--- src/rtl/sfr_pkg.sv ---
// sfr_pkg: shared types and constants of the stream find-and-replace block
// no dependencies; imported by sfr_cfg_if and all modules but sfr_checker
package sfr_pkg;

  localparam int unsigned MAX_PATTERN_DEF = 8;
  localparam int unsigned MAX_RESULTS     = 8;
  localparam int unsigned LEN_W           = 4;
  localparam int unsigned TEXT_W          = 64;
  localparam int unsigned CFG_IDX_W       = 2;

  typedef enum logic [CFG_IDX_W-1:0] {
    REG_PATTERN_BYTES,
    REG_PATTERN_LENGTH,
    REG_REPLACEMENT_BYTES,
    REG_REPLACEMENT_LENGTH
  } cfg_reg_e;

  typedef struct packed {
    logic [TEXT_W-1:0] pattern_bytes;
    logic [LEN_W-1:0]  pattern_length;
    logic [TEXT_W-1:0] replacement_bytes;
    logic [LEN_W-1:0]  replacement_length;
  } sfr_cfg_t;

  typedef struct packed {
    logic                        load;
    logic [MAX_RESULTS-1:0][7:0] bytes;
    logic [LEN_W-1:0]            cnt;
    logic                        last;
    logic                        bare;
  } sfr_burst_t;

endpackage

--- src/rtl/sfr_if.sv ---
// sfr_in_if, sfr_out_if, sfr_cfg_if: valid/ready channels of the block
// depends on sfr_pkg
interface sfr_in_if;
  logic       valid;
  logic       ready;
  logic [7:0] data_byte;
  logic       end_of_text;

  modport source (output valid, data_byte, end_of_text, input ready);
  modport sink (input valid, data_byte, end_of_text, output ready);
endinterface

interface sfr_out_if;
  logic       valid;
  logic       ready;
  logic [7:0] out_byte;
  logic       byte_valid;
  logic       out_last;

  modport source (output valid, out_byte, byte_valid, out_last, input ready);
  modport sink (input valid, out_byte, byte_valid, out_last, output ready);
endinterface

interface sfr_cfg_if import sfr_pkg::*; ();
  logic                 valid;
  logic                 ready;
  logic [CFG_IDX_W-1:0] index;
  logic [TEXT_W-1:0]    data;

  modport source (output valid, index, data, input ready);
  modport sink (input valid, index, data, output ready);
endinterface

--- src/rtl/sfr_cfg_regs.sv ---
// sfr_cfg_regs: configuration register file with length clamping
// depends on sfr_pkg and sfr_cfg_if
module sfr_cfg_regs import sfr_pkg::*; #(
  parameter int unsigned MAX_PATTERN = MAX_PATTERN_DEF
) (
  input  logic          clk_i,
  input  logic          rst_ni,
  sfr_cfg_if.sink       cfg_i,
  output sfr_cfg_t      cfg_o
);

  logic [TEXT_W-1:0] pattern_bytes_q;
  logic [LEN_W-1:0]  pattern_length_q;
  logic [TEXT_W-1:0] replacement_bytes_q;
  logic [LEN_W-1:0]  replacement_length_q;

  assign cfg_i.ready = 1'b1;

  always_ff @(posedge clk_i or negedge rst_ni) begin
    if (!rst_ni) begin
      pattern_bytes_q      <= '0;
      pattern_length_q     <= LEN_W'(1);
      replacement_bytes_q  <= '0;
      replacement_length_q <= '0;
    end else if (cfg_i.valid) begin
      case (cfg_reg_e'(cfg_i.index))
        REG_PATTERN_BYTES:      pattern_bytes_q      <= cfg_i.data;
        REG_PATTERN_LENGTH:     pattern_length_q     <= cfg_i.data[LEN_W-1:0];
        REG_REPLACEMENT_BYTES:  replacement_bytes_q  <= cfg_i.data;
        REG_REPLACEMENT_LENGTH: replacement_length_q <= cfg_i.data[LEN_W-1:0];
        default: ;
      endcase
    end
  end

  always_comb begin
    cfg_o.pattern_bytes     = pattern_bytes_q;
    cfg_o.replacement_bytes = replacement_bytes_q;
    if (pattern_length_q == '0) begin
      cfg_o.pattern_length = LEN_W'(1);
    end else if (pattern_length_q > LEN_W'(MAX_PATTERN)) begin
      cfg_o.pattern_length = LEN_W'(MAX_PATTERN);
    end else begin
      cfg_o.pattern_length = pattern_length_q;
    end
    if (replacement_length_q > LEN_W'(MAX_RESULTS)) begin
      cfg_o.replacement_length = LEN_W'(MAX_RESULTS);
    end else begin
      cfg_o.replacement_length = replacement_length_q;
    end
  end

endmodule

--- src/rtl/sfr_step.sv ---
// sfr_step: input register, match window and per-byte rewrite logic
// depends on sfr_pkg and sfr_in_if
module sfr_step import sfr_pkg::*; #(
  parameter int unsigned MAX_PATTERN = MAX_PATTERN_DEF
) (
  input  logic       clk_i,
  input  logic       rst_ni,
  sfr_in_if.sink     in_i,
  input  sfr_cfg_t   cfg_i,
  input  logic       load_ok_i,
  output sfr_burst_t burst_o
);

  localparam int unsigned FW = $clog2(MAX_PATTERN);
  localparam int unsigned WD = MAX_PATTERN - 1;

  logic          in_valid_q;
  logic [7:0]    in_byte_q;
  logic          in_eot_q;
  logic [7:0]    win_q [WD];
  logic [7:0]    win_d [WD];
  logic [FW-1:0] fill_q;
  logic [FW-1:0] fill_d;

  logic [7:0]       ext [MAX_PATTERN];
  logic [LEN_W-1:0] fill_ext;
  logic [LEN_W-1:0] nxt_cnt;
  logic [LEN_W-1:0] keep_max;
  logic [LEN_W-1:0] drop;
  logic [LEN_W-1:0] keep;
  logic             mism;
  logic             match;
  logic             step;

  assign step       = in_valid_q && load_ok_i;
  assign in_i.ready = !in_valid_q || load_ok_i;

  always_ff @(posedge clk_i or negedge rst_ni) begin
    if (!rst_ni) begin
      in_valid_q <= 1'b0;
    end else if (in_i.ready) begin
      in_valid_q <= in_i.valid;
    end
  end

  always_ff @(posedge clk_i) begin
    if (in_i.valid && in_i.ready) begin
      in_byte_q <= in_i.data_byte;
      in_eot_q  <= in_i.end_of_text;
    end
  end

  // extended window: held bytes then the new byte
  always_comb begin
    fill_ext = {{(LEN_W-FW){1'b0}}, fill_q};
    for (int j = 0; j < WD; j++) begin
      ext[j] = (LEN_W'(j) < fill_ext) ? win_q[j] : in_byte_q;
    end
    ext[WD] = in_byte_q;

    mism = 1'b0;
    for (int j = 0; j < MAX_PATTERN; j++) begin
      if (LEN_W'(j) <= fill_ext && ext[j] != cfg_i.pattern_bytes[8*j +: 8]) begin
        mism = 1'b1;
      end
    end
    nxt_cnt  = fill_ext + LEN_W'(1);
    match    = (nxt_cnt == cfg_i.pattern_length) && !mism;
    keep_max = cfg_i.pattern_length - LEN_W'(1);
    drop     = (nxt_cnt > keep_max) ? nxt_cnt - keep_max : '0;
    keep     = nxt_cnt - drop;

    for (int j = 0; j < WD; j++) begin
      win_d[j] = ext[j];
      for (int m = 0; m < MAX_PATTERN; m++) begin
        if (LEN_W'(m) == LEN_W'(j) + drop) begin
          win_d[j] = ext[m];
        end
      end
    end
  end

  always_comb begin
    burst_o.load  = step;
    burst_o.bytes = '0;
    burst_o.cnt   = '0;
    burst_o.last  = in_eot_q;
    burst_o.bare  = 1'b0;
    fill_d        = '0;
    if (match) begin
      for (int j = 0; j < MAX_RESULTS; j++) begin
        burst_o.bytes[j] = cfg_i.replacement_bytes[8*j +: 8];
      end
      burst_o.cnt = cfg_i.replacement_length;
      if (in_eot_q && cfg_i.replacement_length == '0) begin
        burst_o.cnt      = LEN_W'(1);
        burst_o.bare     = 1'b1;
        burst_o.bytes[0] = '0;
      end
    end else begin
      for (int j = 0; j < MAX_PATTERN; j++) begin
        burst_o.bytes[j] = ext[j];
      end
      if (in_eot_q) begin
        burst_o.cnt = nxt_cnt;
      end else begin
        burst_o.cnt = drop;
        fill_d      = keep[FW-1:0];
      end
    end
  end

  always_ff @(posedge clk_i or negedge rst_ni) begin
    if (!rst_ni) begin
      fill_q <= '0;
    end else if (step) begin
      fill_q <= fill_d;
    end
  end

  always_ff @(posedge clk_i) begin
    if (step) begin
      win_q <= win_d;
    end
  end

endmodule

--- src/rtl/sfr_result_buf.sv ---
// sfr_result_buf: result register that hands out one result beat per cycle while the output is ready
// depends on sfr_pkg and sfr_out_if
module sfr_result_buf import sfr_pkg::*; (
  input  logic       clk_i,
  input  logic       rst_ni,
  input  sfr_burst_t burst_i,
  output logic       load_ok_o,
  sfr_out_if.source  out_o
);

  logic [MAX_RESULTS-1:0][7:0] bytes_q;
  logic [LEN_W-1:0]            cnt_q;
  logic                        last_q;
  logic                        bare_q;
  logic                        beat;

  assign out_o.valid      = (cnt_q != '0);
  assign out_o.out_byte   = bytes_q[0];
  assign out_o.byte_valid = !bare_q;
  assign out_o.out_last   = last_q && (cnt_q == LEN_W'(1));
  assign beat             = out_o.valid && out_o.ready;
  assign load_ok_o        = (cnt_q == '0) || ((cnt_q == LEN_W'(1)) && out_o.ready);

  always_ff @(posedge clk_i or negedge rst_ni) begin
    if (!rst_ni) begin
      cnt_q  <= '0;
      last_q <= 1'b0;
      bare_q <= 1'b0;
    end else if (burst_i.load) begin
      cnt_q  <= burst_i.cnt;
      last_q <= burst_i.last;
      bare_q <= burst_i.bare;
    end else if (beat) begin
      cnt_q <= cnt_q - LEN_W'(1);
    end
  end

  always_ff @(posedge clk_i) begin
    if (burst_i.load) begin
      bytes_q <= burst_i.bytes;
    end else if (beat) begin
      bytes_q <= {8'h00, bytes_q[MAX_RESULTS-1:1]};
    end
  end

endmodule

--- src/rtl/stream_find_replace_core.sv ---
// Streaming find-and-replace over a byte text, one byte per input beat.
// An accepted byte waits in the input register, where it is
// compared against the held window and the pattern, and its results are
// loaded into the result register; from there one result leaves per cycle
// while the output is ready. While bytes yield zero or one result and
// the output is ready, the block takes one byte per cycle; a byte that
// yields n results (a replacement longer than one byte, or the flush on
// end_of_text) holds the result register until all n, up to 8, have left.
// Depends on sfr_pkg, the sfr interfaces, sfr_cfg_regs, sfr_step and
// sfr_result_buf.
module stream_find_replace_core import sfr_pkg::*; #(
  parameter int unsigned MAX_PATTERN = MAX_PATTERN_DEF
) (
  input  logic      clk_i,
  input  logic      rst_ni,
  sfr_cfg_if.sink   cfg_i,
  sfr_in_if.sink    in_i,
  sfr_out_if.source out_o
);

  sfr_cfg_t   cfg;
  sfr_burst_t burst;
  logic       load_ok;

  sfr_cfg_regs #(
    .MAX_PATTERN(MAX_PATTERN)
  ) u_cfg_regs (
    .clk_i (clk_i),
    .rst_ni(rst_ni),
    .cfg_i (cfg_i),
    .cfg_o (cfg)
  );

  sfr_step #(
    .MAX_PATTERN(MAX_PATTERN)
  ) u_step (
    .clk_i    (clk_i),
    .rst_ni   (rst_ni),
    .in_i     (in_i),
    .cfg_i    (cfg),
    .load_ok_i(load_ok),
    .burst_o  (burst)
  );

  sfr_result_buf u_result_buf (
    .clk_i    (clk_i),
    .rst_ni   (rst_ni),
    .burst_i  (burst),
    .load_ok_o(load_ok),
    .out_o    (out_o)
  );

endmodule

--- src/flat_wrapper.sv ---
// flat-port wrapper written by rule: the top's interface ports become plain ports
module stream_find_replace_core_flat import sfr_pkg::*;
#(
  parameter int unsigned MAX_PATTERN = MAX_PATTERN_DEF
)
  (clk_i, rst_ni, cfg_i_valid, cfg_i_index, cfg_i_data, cfg_i_ready, in_i_valid, in_i_data_byte, in_i_end_of_text, in_i_ready, out_o_valid, out_o_out_byte, out_o_byte_valid, out_o_out_last, out_o_ready);
  sfr_cfg_if cfg_i_i ();
  sfr_in_if in_i_i ();
  sfr_out_if out_o_i ();
  input  logic clk_i;
  input  logic rst_ni;
  input wire logic [$bits(cfg_i_i.valid)-1:0] cfg_i_valid;
  input wire logic [$bits(cfg_i_i.index)-1:0] cfg_i_index;
  input wire logic [$bits(cfg_i_i.data)-1:0] cfg_i_data;
  output wire logic [$bits(cfg_i_i.ready)-1:0] cfg_i_ready;
  input wire logic [$bits(in_i_i.valid)-1:0] in_i_valid;
  input wire logic [$bits(in_i_i.data_byte)-1:0] in_i_data_byte;
  input wire logic [$bits(in_i_i.end_of_text)-1:0] in_i_end_of_text;
  output wire logic [$bits(in_i_i.ready)-1:0] in_i_ready;
  output wire logic [$bits(out_o_i.valid)-1:0] out_o_valid;
  output wire logic [$bits(out_o_i.out_byte)-1:0] out_o_out_byte;
  output wire logic [$bits(out_o_i.byte_valid)-1:0] out_o_byte_valid;
  output wire logic [$bits(out_o_i.out_last)-1:0] out_o_out_last;
  input wire logic [$bits(out_o_i.ready)-1:0] out_o_ready;
  assign cfg_i_i.valid = cfg_i_valid;
  assign cfg_i_i.index = cfg_i_index;
  assign cfg_i_i.data = cfg_i_data;
  assign cfg_i_ready = cfg_i_i.ready;
  assign in_i_i.valid = in_i_valid;
  assign in_i_i.data_byte = in_i_data_byte;
  assign in_i_i.end_of_text = in_i_end_of_text;
  assign in_i_ready = in_i_i.ready;
  assign out_o_valid = out_o_i.valid;
  assign out_o_out_byte = out_o_i.out_byte;
  assign out_o_byte_valid = out_o_i.byte_valid;
  assign out_o_out_last = out_o_i.out_last;
  assign out_o_i.ready = out_o_ready;
  stream_find_replace_core #(.MAX_PATTERN(MAX_PATTERN)) u_core (.clk_i(clk_i), .rst_ni(rst_ni), .cfg_i(cfg_i_i), .in_i(in_i_i), .out_o(out_o_i));
endmodule
--- config.mk ---
export PLATFORM = sky130hd
export DESIGN_NAME = stream_find_replace_core_flat
export DESIGN_NICKNAME = d
export VERILOG_FILES = /design/src/rtl/sfr_pkg.sv /design/src/rtl/sfr_if.sv /design/src/rtl/sfr_cfg_regs.sv /design/src/rtl/sfr_step.sv /design/src/rtl/sfr_result_buf.sv /design/src/rtl/stream_find_replace_core.sv /design/src/flat_wrapper.sv
export SDC_FILE = /design/constraint.sdc
export NUM_CORES = 1
export LEC_CHECK = 0
export BUFFER_PORTS_ARGS = -buffer_cell sky130_fd_sc_hd__buf_2
export CAP_MARGIN = 20
export CORE_MARGIN = 2
export CORE_UTILIZATION = 60
export CTS_CLUSTER_DIAMETER = 50
export DETAILED_ROUTE_END_ITERATION = 8
export PLACE_DENSITY = 0.78
export SLEW_MARGIN = 30
export SYNTH_ARGS = -nofsm -noshare
export SYNTH_HDL_FRONTEND = slang
export SYNTH_SLANG_ARGS = --single-unit
export TNS_END_PERCENT = 20
--- constraint.sdc ---
create_clock -name clk_i -period 6.2 [get_ports clk_i]
set_input_delay 0.62 -clock clk_i [delete_from_list [all_inputs] [get_ports clk_i]]
set_output_delay 0.62 -clock clk_i [all_outputs]
set_load 0.005 [all_outputs]
==> reports/qor.txt <==
Initial Utilization = 0.607
Final-report hold violation count = 0
Final setup viols = 0
Sequential area share after synthesis = 0.434
Port Buf Inserts = 91
IO Pins = 93
Number of max-cap violations = 0
Critical path data arrival time = 5.94 ns
RR Startpoint = u_core.u_step.fill_q[0]
FP Rows = 62
Fin Hold WS = 0.0870 ns
Final WS setup = 0.688 ns
Minimum clock period = 5.51 ns
Final nets = 1933
Worst hold path class = in2async
Iteration-0 DRC Markers = 3031
R2R Setup Slk = 0.69 ns
Clock Skew = 0.0167 ns
VDD IR max = 0.304 mV
Post-CTS Setup Bufs = 0
Clk Latency, worst-skew pair = 0.58 ns
CP max stage cell = dfrtp_1
Met2 usage = 0.718
CP Data Required Time = 6.62 ns
Commonest non-fill, non-tap cell in the layout = nand2_1
Post-Syn Area = 17300 µm²
CP Depth = 16
Post-Syn Instances = 1754
Max Fclk = 181 MHz
Post-CTS Resized = 0
Critical Path End = u_core.u_step.win_q[27]
Avg Cell Area, Syn = 9.89 µm²
Worst path top cell family by delay = simple AND/OR/NAND/NOR gates
Synth area leader = edfxtp_1
Core Footprint = 28500 µm²
GRT Max-Usage Layer = met2
Routing usage on met3 = 0.160
Die Span Y = 174 µm
Pre-Repair DR Iteration Count = 8
Setup CP Type = reg2reg
Peak fanout along the critical path = 14
PwrDens = 602 nW/µm²
Largest net degree at the start of global routing = 100
P_leak = 0.00803 µW
CP peak stage delay = 0.61 ns
CP bufs+invs = 3
ANT nets after route = 0
GRT Residual Overflow = 0
RSZ-0062 raised after global routing = false
Initial antenna violation count = 2
Global-route wire length before repair = 108000 µm
Root buf cell = clkbuf_16
Run status = finished clean
Dpl cell area = 18500 µm²
Crit end category = flop
Dpl ws = 0.881 ns
Die area = 30300 µm²
DP HPWL = 52500 µm
Number of CTS-inserted buffers = 31
Met1 GRT Util = 0.603
FFs w/ async S/R, synth = 0.531
CTS tree = yes
GPL Wtd Cong = 1.17
Worst reg2reg endpoint = u_core.u_step.win_q[27]
Clock Path Buffers = 3
DR vias/cell = 7.51
Setup TNS = 0 ns
Slew margin rel. = 0.230
Top cell type's share of synthesized area = 0.223
Max-slew violations = 0
Post-DR wirelength/cell = 33.4 µm
Final worst-path cycle share = 0.889
Cts hold-fix bufs = 0
Die X-Extent = 174 µm
Synth top area cells = edfxtp_1, dfrtp_1, mux2_2
Crit path from = u_core.u_step.fill_q[0]
# DRC = 0
EDFF count, synth = 129
R2R cell count = 16
Final wirelength = 75100 µm
Vias in the first global route = 16200
Fraction of layout cells with a size suffix above 1 = 0.227
Syn-to-layout area delta = 12.4%
Cell variety after synth = 72
Top FF cell, synth = dfrtp_1
GRT Total Usage = 0.489
Final Cell Area = 19500 µm²
Number of synthesized register bits = 275
Most frequent cells in the layout = nand2_1, mux2_2, dfrtp_1
CP Cell Sequence = inv_1, ha_1, fa_1, a21o_1, a21oi_1, nor2_1, buf_4, nand2_1, clkinv_1, ha_1, or4_1, o211a_1, and2_1, nor2_1, o21ai_0, a21oi_1
Worst slew pin tran = 1.12 ns
Syn. warnings = 0
H-tree depth = 1
Startpoint class of the critical path = flop
Clk sinks = 275
CTS clk-pin slew, worst paths = 0.06 ns
Via count = 16900
## cells by family (layout without fill, tap and decap cells)
logic type | count (synthesis) | in the layout | synth area share
AND/OR/NAND/NOR | 401 | 401 | 0.105
XOR/XNOR | 61 | 61 | 0.0316
adder cells (fa/ha/maj) | 18 | 18 | 0.0139
multiplexers | 271 | 271 | 0.168
buffers and inverters | 177 | 281 | 0.0413
flip-flops | 275 | 275 | 0.434
other | 1 | 4 | 0.000216
AO/OA/AOI/OAI | 550 | 550 | 0.206
## worst min-delay path by stage
stage | endpoint | slack [ns] | start | depth (start not counted)
3_3_place_gp | u_core.u_result_buf.last_q | 0.46 | u_core.u_result_buf.last_q | 2
3_5_place_dp | u_core.u_result_buf.last_q | 0.47 | u_core.u_result_buf.last_q | 2
5_1_grt | u_core.u_cfg_regs.pattern_bytes_q[13] | 0.20 | rst_ni | 1
2_1_floorplan | u_core.u_cfg_regs.pattern_bytes_q[0] | 0.32 | rst_ni | 0
4_1_cts | u_core.u_cfg_regs.replacement_bytes_q[17] | 0.19 | rst_ni | 1
6_report | u_core.u_cfg_regs.replacement_bytes_q[13] | 0.09 | rst_ni | 1
## through the flow
stage	util	instances	total power, µW
floorplan	-	1755	6970
global placement	0.646	2186	9270
detailed placement	0.647	2186	9390
CTS	0.682	2243	11200
global route	0.682	2243	12000
finish	0.683	2245	11700
## registers in the layout, summed over array words and instances, names as in the netlist
register                                flops
u_core.u_result_buf.out_o.out_byte          8
u_core.u_result_buf.last_q                  1
u_core.u_step.fill_q                        3
u_core.u_step.win_q                        56
u_core.u_cfg_regs.replacement_bytes_q      64
u_core.u_step.in_valid_q                    1
u_core.u_cfg_regs.pattern_bytes_q          64
u_core.u_step.in_eot_q                      1
u_core.u_cfg_regs.pattern_length_q          4
u_core.u_step.in_byte_q                     8
u_core.u_result_buf.cnt_q                   4
u_core.u_result_buf.bare_q                  1
u_core.u_cfg_regs.replacement_length_q      4
u_core.u_result_buf.bytes_q                56
## area by class of cell
class | count | area (µm²)
antenna | 2 | 5.00
clock buffer | 38 | 822
clock inverter | 19 | 190
fill | 2195 | 9060
inverter | 45 | 169
multi-input combinational | 1303 | 9160
sequential | 275 | 7530
tap | 384 | 480
timing repair buffer | 179 | 1130
## per-layer routing
metal | share of wire | up-vias
met2 | 0.42 | 1511
met5 | 0.00096 | -
met1 | 0.34 | 8068
li1 | - | 6834
met4 | 0.093 | 4
met3 | 0.14 | 438
## synth_stat cells (all sizes together) (7+ instances only)
| cell type | instances |
|---|---|
| a2111oi | 9 |
| a211oi | 17 |
| a21oi | 123 |
| a221o | 13 |
| a221oi | 24 |
| a222oi | 15 |
| a22oi | 20 |
| a31oi | 18 |
| and2 | 15 |
| buf | 28 |
| clkbuf | 104 |
| dfrtp | 145 |
| edfxtp | 129 |
| ha | 16 |
| inv | 39 |
| mux2 | 163 |
| mux2i | 108 |
| nand2 | 179 |
| nand2b | 11 |
| nand3 | 25 |
| nand4 | 7 |
| nor2 | 97 |
| nor2b | 7 |
| nor3 | 25 |
| o211ai | 15 |
| o21ai | 130 |
| o221ai | 29 |
| o22ai | 87 |
| or2 | 7 |
| xnor2 | 50 |
| xor2 | 10 |
## where the power goes
part | switching (µW) | internal, µW
Sequential | 339 | 2710
Clock | 795 | 1040
Combinational | 4690 | 2160
No activity file was read; power rests on OpenSTA's default activity.
